===== config.mk =====
export PLATFORM = sky130hd
export DESIGN_NAME = can_id_observation_filter
export DESIGN_NICKNAME = d
export VERILOG_FILES = /design/src/design/cidf_pkg.sv /design/src/design/can_id_observation_filter.sv /design/src/design/cidf_ram.sv /design/src/design/cidf_ctrl.sv
export VERILOG_INCLUDE_DIRS = /design/src /design/src/design
export SDC_FILE = /design/constraint.sdc
export NUM_CORES = 2
export LEC_CHECK = 0
export BUFFER_PORTS_ARGS = -buffer_cell sky130_fd_sc_hd__buf_4
export CAP_MARGIN = 10
export CORE_UTILIZATION = 50
export CTS_CLUSTER_SIZE = 12
export DETAILED_ROUTE_END_ITERATION = 7
export HOLD_SLACK_MARGIN = 0.02
export PLACE_DENSITY = 0.76
export SETUP_SLACK_MARGIN = 0.15
export SYNTH_ARGS = -nofsm -noshare
export SYNTH_HDL_FRONTEND = slang
export SYNTH_SLANG_ARGS = --single-unit

===== constraint.sdc =====
create_clock -name i_clk -period 6.2 [get_ports i_clk]
set_clock_uncertainty 0.2 [all_clocks]
set_input_delay 0.93 -clock i_clk [delete_from_list [all_inputs] [get_ports i_clk]]
set_output_delay 0.93 -clock i_clk [all_outputs]
set_load 0.1 [all_outputs]

===== src/design/assert_macros.svh =====
// assertion helpers shared by the rtl
// each takes a label, the condition terms and a message string
`ifndef ASSERT_MACROS_SVH
`define ASSERT_MACROS_SVH

// same-cycle implication
`define ASSERT_SAME(lbl, ante, cons, msg) \
    lbl: assert property (@(posedge i_clk) disable iff (!i_rst_n) (ante) |-> (cons)) \
        else $error(msg);

// next-cycle implication
`define ASSERT_NEXT(lbl, ante, cons, msg) \
    lbl: assert property (@(posedge i_clk) disable iff (!i_rst_n) (ante) |=> (cons)) \
        else $error(msg);

`endif


===== src/design/cidf_pkg.sv =====
package cidf_pkg;

    // field widths
    localparam int ID_W     = 29;
    localparam int KIND_W   = 3;
    localparam int MODE_W   = 2;
    localparam int IDX_W    = 6;
    localparam int CNT_W    = 7;

    // default table depth
    localparam int MAX_KEYS_DEF = 64;

    // operation codes
    typedef enum logic [KIND_W-1:0] {
        KIND_LOOKUP  = 3'd0,
        KIND_ADD     = 3'd1,
        KIND_REMOVE  = 3'd2,
        KIND_CLEAR   = 3'd3,
        KIND_SETMODE = 3'd4,
        KIND_READ    = 3'd5
    } t_kind;

    // filter modes
    localparam logic [MODE_W-1:0] MODE_NONE     = 2'd0;
    localparam logic [MODE_W-1:0] MODE_ALL      = 2'd1;
    localparam logic [MODE_W-1:0] MODE_SPECIFIC = 2'd2;

    // sequencer states
    typedef enum logic [2:0] {
        ST_IDLE,
        ST_EXEC,
        ST_SCAN,
        ST_SHIFT,
        ST_RDWAIT,
        ST_DONE
    } t_state;

    // one result word
    typedef struct packed {
        logic              ok;
        logic [ID_W-1:0]   entry_id;
        logic              entry_dir;
        logic [CNT_W-1:0]  key_count;
        logic [MODE_W-1:0] cur_mode;
    } t_result;

endpackage


===== src/design/can_id_observation_filter.sv =====
// CAN id observation filter: an ordered table of (id, direction) keys and a mode.
// Input channel: i_in_valid / o_in_stall with one word per item (kind, frame id,
// direction, new mode, entry index). Output channel: o_out_valid / i_out_stall,
// one result word per input word (ok, entry id/dir, key count, current mode).
// Keys live in one single-port-read memory; lookup, add and remove walk the
// table through that read port, one entry per cycle.
// Clear, set mode, none/all lookups and a full-table add go straight from exec to
// done; read entry waits on the memory read; a lookup, add or failed remove walks
// all N keys held (stopping early when the key is found), and a successful remove
// walks to the end of the table wherever the key sits, since the compaction moves
// the rest of it. A new word is taken once the previous result sits in the output register.
// Reset empties the table and sets the mode to none; the memory needs no
// clearing. When the receiver stalls, the result holds in the output register,
// the next item is still accepted and worked on, and its result waits inside
// until the output register frees up.
`include "assert_macros.svh"

module can_id_observation_filter #(
    parameter int MAX_KEYS = cidf_pkg::MAX_KEYS_DEF
) (
    input  logic                        i_clk,
    input  logic                        i_rst_n,
    input  logic                        i_in_valid,
    output logic                        o_in_stall,
    input  logic [cidf_pkg::KIND_W-1:0] i_kind,
    input  logic [cidf_pkg::ID_W-1:0]   i_frame_id,
    input  logic                        i_path_dir,
    input  logic [cidf_pkg::MODE_W-1:0] i_new_mode,
    input  logic [cidf_pkg::IDX_W-1:0]  i_entry_index,
    output logic                        o_out_valid,
    input  logic                        i_out_stall,
    output logic                        o_ok,
    output logic [cidf_pkg::ID_W-1:0]   o_entry_id,
    output logic                        o_entry_dir,
    output logic [cidf_pkg::CNT_W-1:0]  o_key_count,
    output logic [cidf_pkg::MODE_W-1:0] o_cur_mode
);

    cidf_pkg::t_result res;
    logic              res_valid;
    logic              res_rdy;

    logic              r_out_valid, n_out_valid;
    cidf_pkg::t_result r_out;

    cidf_ctrl #(
        .MAX_KEYS (MAX_KEYS)
    ) u_ctrl (
        .i_clk         (i_clk),
        .i_rst_n       (i_rst_n),
        .i_in_valid    (i_in_valid),
        .o_in_stall    (o_in_stall),
        .i_kind        (i_kind),
        .i_frame_id    (i_frame_id),
        .i_path_dir    (i_path_dir),
        .i_new_mode    (i_new_mode),
        .i_entry_index (i_entry_index),
        .o_res_valid   (res_valid),
        .i_res_rdy     (res_rdy),
        .o_res         (res)
    );

    // output register takes a word when empty or being drained
    assign res_rdy = !r_out_valid || !i_out_stall;

    always_comb begin
        n_out_valid = r_out_valid;
        if (res_rdy) begin
            n_out_valid = res_valid;
        end
    end

    always_ff @(posedge i_clk) begin
        if (!i_rst_n) begin
            r_out_valid <= 1'b0;
        end else begin
            r_out_valid <= n_out_valid;
        end
    end

    always_ff @(posedge i_clk) begin
        if (res_rdy && res_valid) begin
            r_out <= res;
        end
    end

    assign o_out_valid = r_out_valid;
    assign o_ok        = r_out.ok;
    assign o_entry_id  = r_out.entry_id;
    assign o_entry_dir = r_out.entry_dir;
    assign o_key_count = r_out.key_count;
    assign o_cur_mode  = r_out.cur_mode;

    // checks
    `ASSERT_SAME(a_count_range, o_out_valid, (MAX_KEYS > 127) || (32'(o_key_count) <= MAX_KEYS), "key count above table depth")
    `ASSERT_SAME(a_mode_code, o_out_valid, o_cur_mode <= cidf_pkg::MODE_SPECIFIC, "bad mode code")
    `ASSERT_SAME(a_fail_zero, o_out_valid && !o_ok, (o_entry_id == '0) && !o_entry_dir, "entry fields set on failure")
    `ASSERT_NEXT(a_res_hold, res_valid && !res_rdy, res_valid && $stable(res), "pending result lost")

endmodule


===== src/design/cidf_ram.sv =====
module cidf_ram #(
    parameter int WIDTH = 30,
    parameter int DEPTH = 64
) (
    input  logic                                      i_clk,
    input  logic                                      i_wr_en,
    input  logic [((DEPTH > 1) ? $clog2(DEPTH) : 1)-1:0] i_wr_addr,
    input  logic [WIDTH-1:0]                          i_wr_data,
    input  logic                                      i_rd_en,
    input  logic [((DEPTH > 1) ? $clog2(DEPTH) : 1)-1:0] i_rd_addr,
    output logic [WIDTH-1:0]                          o_rd_data
);

    logic [WIDTH-1:0] r_mem [DEPTH];
    logic [WIDTH-1:0] r_rd_data;

    // one write port
    always_ff @(posedge i_clk) begin
        if (i_wr_en) begin
            r_mem[i_wr_addr] <= i_wr_data;
        end
    end

    // one registered read port, holds when idle
    always_ff @(posedge i_clk) begin
        if (i_rd_en) begin
            r_rd_data <= r_mem[i_rd_addr];
        end
    end

    assign o_rd_data = r_rd_data;

endmodule


===== src/design/cidf_ctrl.sv =====
module cidf_ctrl #(
    parameter int MAX_KEYS = cidf_pkg::MAX_KEYS_DEF
) (
    input  logic                        i_clk,
    input  logic                        i_rst_n,
    input  logic                        i_in_valid,
    output logic                        o_in_stall,
    input  logic [cidf_pkg::KIND_W-1:0] i_kind,
    input  logic [cidf_pkg::ID_W-1:0]   i_frame_id,
    input  logic                        i_path_dir,
    input  logic [cidf_pkg::MODE_W-1:0] i_new_mode,
    input  logic [cidf_pkg::IDX_W-1:0]  i_entry_index,
    output logic                        o_res_valid,
    input  logic                        i_res_rdy,
    output cidf_pkg::t_result           o_res
);

    localparam int AW   = (MAX_KEYS > 1) ? $clog2(MAX_KEYS) : 1;
    localparam int CW   = $clog2(MAX_KEYS + 1);
    localparam int DW   = cidf_pkg::ID_W + 1;
    localparam int CMPW = (CW > cidf_pkg::IDX_W) ? CW : cidf_pkg::IDX_W;

    cidf_pkg::t_state r_state, n_state;

    // captured word
    cidf_pkg::t_kind             r_kind;
    logic [cidf_pkg::ID_W-1:0]   r_id;
    logic                        r_dir;
    logic [cidf_pkg::MODE_W-1:0] r_mode_in;
    logic [cidf_pkg::IDX_W-1:0]  r_idx;

    // table state outside the memory
    logic [CW-1:0]               r_count, n_count;
    logic [cidf_pkg::MODE_W-1:0] r_mode, n_mode;

    // walk pointers
    logic [CW-1:0] r_ptr, n_ptr;
    logic          r_issued, n_issued;
    logic [AW-1:0] r_cmp_addr, n_cmp_addr;

    // result payload
    logic                      r_res_ok, n_res_ok;
    logic [cidf_pkg::ID_W-1:0] r_res_id, n_res_id;
    logic                      r_res_dir, n_res_dir;

    // memory port
    logic          wr_en, rd_en;
    logic [AW-1:0] wr_addr, rd_addr;
    logic [DW-1:0] wr_data, rd_data;

    logic accept;
    logic key_hit;
    logic walk_end;
    logic idx_ok;
    logic tbl_full;

    cidf_ram #(
        .WIDTH (DW),
        .DEPTH (MAX_KEYS)
    ) u_ram (
        .i_clk     (i_clk),
        .i_wr_en   (wr_en),
        .i_wr_addr (wr_addr),
        .i_wr_data (wr_data),
        .i_rd_en   (rd_en),
        .i_rd_addr (rd_addr),
        .o_rd_data (rd_data)
    );

    assign o_in_stall = (r_state != cidf_pkg::ST_IDLE);
    assign accept     = i_in_valid && !o_in_stall;

    // status terms
    assign key_hit  = r_issued && (rd_data == {r_id, r_dir});
    assign walk_end = (r_ptr >= r_count);
    assign idx_ok   = (CMPW'(r_idx) < CMPW'(r_count));
    assign tbl_full = (r_count >= CW'(MAX_KEYS));

    // next state
    always_comb begin
        n_state = r_state;
        unique case (r_state)
            cidf_pkg::ST_IDLE: begin
                if (i_in_valid) begin
                    n_state = cidf_pkg::ST_EXEC;
                end
            end
            cidf_pkg::ST_EXEC: begin
                unique case (r_kind)
                    cidf_pkg::KIND_LOOKUP: begin
                        n_state = (r_mode == cidf_pkg::MODE_SPECIFIC) ?
                                  cidf_pkg::ST_SCAN : cidf_pkg::ST_DONE;
                    end
                    cidf_pkg::KIND_ADD: begin
                        n_state = tbl_full ? cidf_pkg::ST_DONE : cidf_pkg::ST_SCAN;
                    end
                    cidf_pkg::KIND_REMOVE: begin
                        n_state = cidf_pkg::ST_SCAN;
                    end
                    cidf_pkg::KIND_READ: begin
                        n_state = idx_ok ? cidf_pkg::ST_RDWAIT : cidf_pkg::ST_DONE;
                    end
                    default: begin
                        n_state = cidf_pkg::ST_DONE;
                    end
                endcase
            end
            cidf_pkg::ST_SCAN: begin
                priority if (key_hit) begin
                    n_state = (r_kind == cidf_pkg::KIND_REMOVE) ?
                              cidf_pkg::ST_SHIFT : cidf_pkg::ST_DONE;
                end else if (walk_end) begin
                    n_state = cidf_pkg::ST_DONE;
                end else begin
                    n_state = cidf_pkg::ST_SCAN;
                end
            end
            cidf_pkg::ST_SHIFT: begin
                if (walk_end) begin
                    n_state = cidf_pkg::ST_DONE;
                end
            end
            cidf_pkg::ST_RDWAIT: begin
                n_state = cidf_pkg::ST_DONE;
            end
            cidf_pkg::ST_DONE: begin
                if (i_res_rdy) begin
                    n_state = cidf_pkg::ST_IDLE;
                end
            end
            default: begin
                n_state = cidf_pkg::ST_IDLE;
            end
        endcase
    end

    // datapath and memory control
    always_comb begin
        n_count    = r_count;
        n_mode     = r_mode;
        n_ptr      = r_ptr;
        n_issued   = r_issued;
        n_cmp_addr = r_cmp_addr;
        n_res_ok   = r_res_ok;
        n_res_id   = r_res_id;
        n_res_dir  = r_res_dir;
        rd_en      = 1'b0;
        rd_addr    = r_ptr[AW-1:0];
        wr_en      = 1'b0;
        wr_addr    = r_cmp_addr;
        wr_data    = rd_data;

        unique case (r_state)
            cidf_pkg::ST_IDLE: begin
                if (accept) begin
                    n_ptr    = '0;
                    n_issued = 1'b0;
                end
            end
            cidf_pkg::ST_EXEC: begin
                n_res_ok  = 1'b1;
                n_res_id  = '0;
                n_res_dir = 1'b0;
                unique case (r_kind)
                    cidf_pkg::KIND_LOOKUP: begin
                        if (r_mode != cidf_pkg::MODE_SPECIFIC) begin
                            n_res_ok = (r_mode == cidf_pkg::MODE_ALL);
                        end
                    end
                    cidf_pkg::KIND_ADD: begin
                        if (tbl_full) begin
                            n_res_ok = 1'b0;
                        end
                    end
                    cidf_pkg::KIND_CLEAR: begin
                        n_count = '0;
                    end
                    cidf_pkg::KIND_SETMODE: begin
                        if (r_mode_in <= cidf_pkg::MODE_SPECIFIC) begin
                            n_mode = r_mode_in;
                        end
                    end
                    cidf_pkg::KIND_READ: begin
                        if (idx_ok) begin
                            rd_en   = 1'b1;
                            rd_addr = AW'(r_idx);
                        end else begin
                            n_res_ok = 1'b0;
                        end
                    end
                    default: begin
                    end
                endcase
            end
            cidf_pkg::ST_SCAN: begin
                // keep one read in flight, compare the previous one
                n_issued = 1'b0;
                if (!key_hit && !walk_end) begin
                    rd_en      = 1'b1;
                    n_ptr      = r_ptr + CW'(1);
                    n_issued   = 1'b1;
                    n_cmp_addr = r_ptr[AW-1:0];
                end
                priority if (key_hit) begin
                    // found: lookup hits, add only sets mode, remove starts shifting
                    if (r_kind == cidf_pkg::KIND_ADD) begin
                        n_mode = cidf_pkg::MODE_SPECIFIC;
                    end
                    n_ptr = CW'(r_cmp_addr) + CW'(1);
                end else if (walk_end) begin
                    // not found
                    if (r_kind == cidf_pkg::KIND_ADD) begin
                        wr_en   = 1'b1;
                        wr_addr = r_count[AW-1:0];
                        wr_data = {r_id, r_dir};
                        n_count = r_count + CW'(1);
                        n_mode  = cidf_pkg::MODE_SPECIFIC;
                    end else begin
                        n_res_ok = 1'b0;
                    end
                end else begin
                end
            end
            cidf_pkg::ST_SHIFT: begin
                // move each later entry down by one
                if (r_issued) begin
                    wr_en   = 1'b1;
                    wr_addr = r_cmp_addr - AW'(1);
                    wr_data = rd_data;
                end
                n_issued = 1'b0;
                if (!walk_end) begin
                    rd_en      = 1'b1;
                    n_ptr      = r_ptr + CW'(1);
                    n_issued   = 1'b1;
                    n_cmp_addr = r_ptr[AW-1:0];
                end else begin
                    n_count = r_count - CW'(1);
                    n_mode  = (r_count > CW'(1)) ? cidf_pkg::MODE_SPECIFIC :
                                                   cidf_pkg::MODE_NONE;
                end
            end
            cidf_pkg::ST_RDWAIT: begin
                n_res_id  = rd_data[DW-1:1];
                n_res_dir = rd_data[0];
            end
            cidf_pkg::ST_DONE: begin
            end
            default: begin
            end
        endcase
    end

    // control registers
    always_ff @(posedge i_clk) begin
        if (!i_rst_n) begin
            r_state  <= cidf_pkg::ST_IDLE;
            r_count  <= '0;
            r_mode   <= cidf_pkg::MODE_NONE;
            r_issued <= 1'b0;
            r_ptr    <= '0;
        end else begin
            r_state  <= n_state;
            r_count  <= n_count;
            r_mode   <= n_mode;
            r_issued <= n_issued;
            r_ptr    <= n_ptr;
        end
    end

    // payload registers
    always_ff @(posedge i_clk) begin
        if (accept) begin
            r_kind    <= cidf_pkg::t_kind'(i_kind);
            r_id      <= i_frame_id;
            r_dir     <= i_path_dir;
            r_mode_in <= i_new_mode;
            r_idx     <= i_entry_index;
        end
        r_cmp_addr <= n_cmp_addr;
        r_res_ok   <= n_res_ok;
        r_res_id   <= n_res_id;
        r_res_dir  <= n_res_dir;
    end

    // result word
    assign o_res_valid      = (r_state == cidf_pkg::ST_DONE);
    assign o_res.ok         = r_res_ok;
    assign o_res.entry_id   = r_res_id;
    assign o_res.entry_dir  = r_res_dir;
    assign o_res.key_count  = cidf_pkg::CNT_W'(r_count);
    assign o_res.cur_mode   = r_mode;

endmodule


==> out/results.txt <==
Util after Layout: 56.5%
Post-synth EDFFs: 2,068
DRC violations left: 37
clk sink count: 2,089
arrival time worst endpoint: 6.09 ns
synthesized area per cell: 15.3 sq um
warnings from Yosys: 0
pwr dens: 306 nW/um^2
share of post-route cells with drive strength above 1: 12.9%
combined global-route utilization of all metal layers: 28.8%
number of buffers inserted to repair setup after CTS: 0
total number of vias: 52,800
combined area of the multi-input logic cells: 19,500 sq um
kind of start point of the critical path: flip-flop
number of nets in the layout: 5,633
Post-Syn Area: 83,200 sq um
Pre-Repair DR Iteration Count: 8
horizontal die dimension: 410 microns
number of I/O port buffers: 86
pre-CTS WS: 0.379 ns
Critical Setup Path Class: reg -> reg
starting utilization of the core area: 50.4%
clock tree from TritonCTS: built
Routed WL per cell: 31.4 microns
final setup violation count: 0
leakage power: 29.6 nW
number of placed cells counting well taps: 7,551
H-tree levels: 4
kind of capture point of the worst setup path: flip-flop
classification of the worst-slack hold path: in -> reg
#FFs+latches synth: 2,089
clock latency reported for the late side of the worst-skew pair: 0.87 ns
storage element area: 62,500 sq um
total CTS buffers: 202
# IOs: 87
detail-routed via count per cell: 6.72
wire length of the first global-routing pass: 350 mm
library cells used by synthesis: 80
sum of routed wire length over all layers: 247 mm
Synthesized Nets: 5,513
most frequent cells in the layout: sky130_fd_sc_hd__edfxtp_1 (2,068), sky130_fd_sc_hd__nand2_1 (586), sky130_fd_sc_hd__a21oi_1 (375), sky130_fd_sc_hd__a211oi_1 (301), sky130_fd_sc_hd__buf_4 (300)
# diodes: 0
count of mapped cells out of synthesis: 5,449
placeable core region: 165,000 sq um
worst slack on hold paths: 0.0501 ns
final-report max-slew violation count: 0
HPWL after detailed placement: 146 mm
asr flop ratio synth: 0%
routability congestion estimate from global placement: 0.950
worst setup margin: 0.444 ns
Overflow after GRT: 0
Antenna Nets Post-Route: 0
fill cell count: 12,100
final hold viol count: 0
Clock Tree Root: sky130_fd_sc_hd__clkbuf_16
outcome: finished with violations
highest achievable clock rate: 174 MHz
area growth from synthesis to final layout: 12.2%
minimum period implied by the final worst setup slack: 5.76 ns
number of global-route vias before repair: 50,200
relative slew slack: 6.58%
TNS Setup: 0 ns
critical path data required time: 6.53 ns
die area: 168,000 sq um
die height: 410 microns
final cycle utilization of the critical path: 92.8%
antenna violations before repair: 10
Worst-Margin Slew: 1.40 ns
VDD IR max: 0.253 mV
peak fanout along the critical path: 32
violated checks: design-rule violations
clk buf depth: 3
reported max-cap violation count: 0
clock slew at the register clock pins of the worst setup and hold paths: 0.06 ns
largest net degree at the start of global routing: 122
unrepaired setup endpoints after global routing: false
most common library cell in the layout ignoring fill and taps: sky130_fd_sc_hd__edfxtp_1
Starting DRT DRC Count: 8,968
number of standard-cell rows in the floorplan: 149
portion of the post-synthesis area used by sequential elements: 75.2%
dominant register cell in the synthesized netlist: sky130_fd_sc_hd__edfxtp_1
post-layout instance count excluding filler cells: 7,860
==> through the flow <==
step           instance area, sq um  power, mW
4_1_cts                       93300       28.5
6_report                      93300       28.6
2_1_floorplan                 83200       17.0
3_3_place_gp                  87500       17.7
3_5_place_dp                  87500       17.7
5_1_grt                       93300       29.2
==> report_power, final <==
group | internal [mW] | switching, mW | leakage, nW | total (mW)
registers | 15.5 | 0.0720 | 18.8 | 15.6
logic | 0.539 | 1.34 | 8.09 | 1.88
clock network | 6.00 | 5.09 | 2.76 | 11.1
==> cells by family after synthesis <==
kind of cell / Yosys count / share of synthesized area, %
xor gates and xnor gates: 36 / 0.379
buffers and inverters: 429 / 2.21
AOI/OAI and AO/OA: 1471 / 12.4
DFF: 2089 / 75.2
muxes: 215 / 2.68
and+or+nand+nor: 1190 / 6.85
adders and majority gates: 19 / 0.286
==> Yosys cell counts (15+ instances only) <==
cell type                   instances  share of area [%]
sky130_fd_sc_hd__a2111oi_0         31               0.33
sky130_fd_sc_hd__a211o_1           60               0.63
sky130_fd_sc_hd__a211oi_1         301                2.7
sky130_fd_sc_hd__a21boi_0          72               0.65
sky130_fd_sc_hd__a21oi_1          377                2.3
sky130_fd_sc_hd__a221oi_1          31               0.33
sky130_fd_sc_hd__a22oi_1          157                1.4
sky130_fd_sc_hd__a2bb2oi_1         30               0.32
sky130_fd_sc_hd__a311oi_1          60               0.63
sky130_fd_sc_hd__a31oi_1           41               0.31
sky130_fd_sc_hd__a32oi_1           91               0.96
sky130_fd_sc_hd__and2_1            33               0.25
sky130_fd_sc_hd__and3_1           278                2.1
sky130_fd_sc_hd__buf_2            110               0.66
sky130_fd_sc_hd__buf_4             15               0.14
sky130_fd_sc_hd__clkbuf_1         269                1.2
sky130_fd_sc_hd__dfxtp_1           21               0.51
sky130_fd_sc_hd__edfxtp_1        2068                 75
sky130_fd_sc_hd__ha_1              19               0.29
sky130_fd_sc_hd__inv_1             21              0.095
sky130_fd_sc_hd__mux2_2            62               0.84
sky130_fd_sc_hd__mux2i_1          153                1.8
sky130_fd_sc_hd__nand2_1          589                2.7
sky130_fd_sc_hd__nand3_1           82               0.49
sky130_fd_sc_hd__nand4_1           45               0.34
sky130_fd_sc_hd__nor2_1            97               0.44
sky130_fd_sc_hd__o2111a_1          31               0.42
sky130_fd_sc_hd__o21ai_0          136               0.82
sky130_fd_sc_hd__xnor2_1           35               0.37
==> sequential cells by signal (all words and copies together), names as in the netlist, 2 cells and up <==
register and flops:
u_ctrl.u_ram.r_mem 1920, u_ctrl.u_ram.o_rd_data 30, o_entry_id 29, u_ctrl.r_id 29, u_ctrl.r_res_id 29, o_key_count 7, u_ctrl.r_count 7, u_ctrl.r_ptr 7
u_ctrl.r_cmp_addr 6, u_ctrl.r_idx 6, u_ctrl.r_kind 3, u_ctrl.r_state 3, o_cur_mode 2, u_ctrl.r_mode 2, u_ctrl.r_mode_in 2
==> worst max-delay path, cell delays in order (launching register included) <==
cell	delay, ns
sky130_fd_sc_hd__dfxtp_1	0.47
sky130_fd_sc_hd__inv_1	0.13
sky130_fd_sc_hd__ha_1	0.33
sky130_fd_sc_hd__a211oi_1	0.32
sky130_fd_sc_hd__nor3_2	0.12
sky130_fd_sc_hd__o21ba_1	0.71
sky130_fd_sc_hd__and3_2	0.76
sky130_fd_sc_hd__o211ai_4	0.44
sky130_fd_sc_hd__buf_4	0.42
sky130_fd_sc_hd__a21oi_1	0.16
sky130_fd_sc_hd__a22oi_1	0.17
sky130_fd_sc_hd__a22oi_1	0.95
sky130_fd_sc_hd__nand4_1	0.20
==> final cells by class <==
type / count / share of cell area (%)
flip-flops and latches: 2089 / 67.0
clock buffers: 261 / 5.68
repair buffers: 324 / 2.90
clock inverters: 45 / 0.463
multi-input cells: 2931 / 20.9
inverters: 21 / 0.0845
well taps: 2189 / 2.94
==> what timing repair did <==
item | in CTS | in global routing
setup endpoints to repair | 0 | 4
hold buffers | 2 | 0
gates resized for setup | 0 | 4
endpoints found under the hold margin | 2 | 0
==> worst paths after layout <==
path / start / to / slack, ns / cells after the start
setup / recovery: u_ctrl.r_count[4]$_SDFFE_PN0P_ / u_ctrl.u_ram.o_rd_data[9]$_DFFE_PP_ / 0.44 / 12
hold / removal: i_path_dir / u_ctrl.r_dir$_DFFE_PP_ / 0.05 / 1
setup reg to reg: u_ctrl.r_count[4]$_SDFFE_PN0P_ / u_ctrl.u_ram.o_rd_data[9]$_DFFE_PP_ / 0.44 / 12
hold reg to reg: u_ctrl.r_res_id[22]$_SDFFCE_PN0P_ / o_entry_id[22]$_DFFE_PP_ / 0.22 / 0
==> per-layer routing <==
metal	wire (microns)	GRT usage (%)	share of wire, %
met5	48	0	0.019
met3	34400	8.13	14
met1	84900	37.2	34
met4	17800	18.3	7.2
met2	109000	42.9	44
No activity file was read; power rests on OpenSTA's default activity.
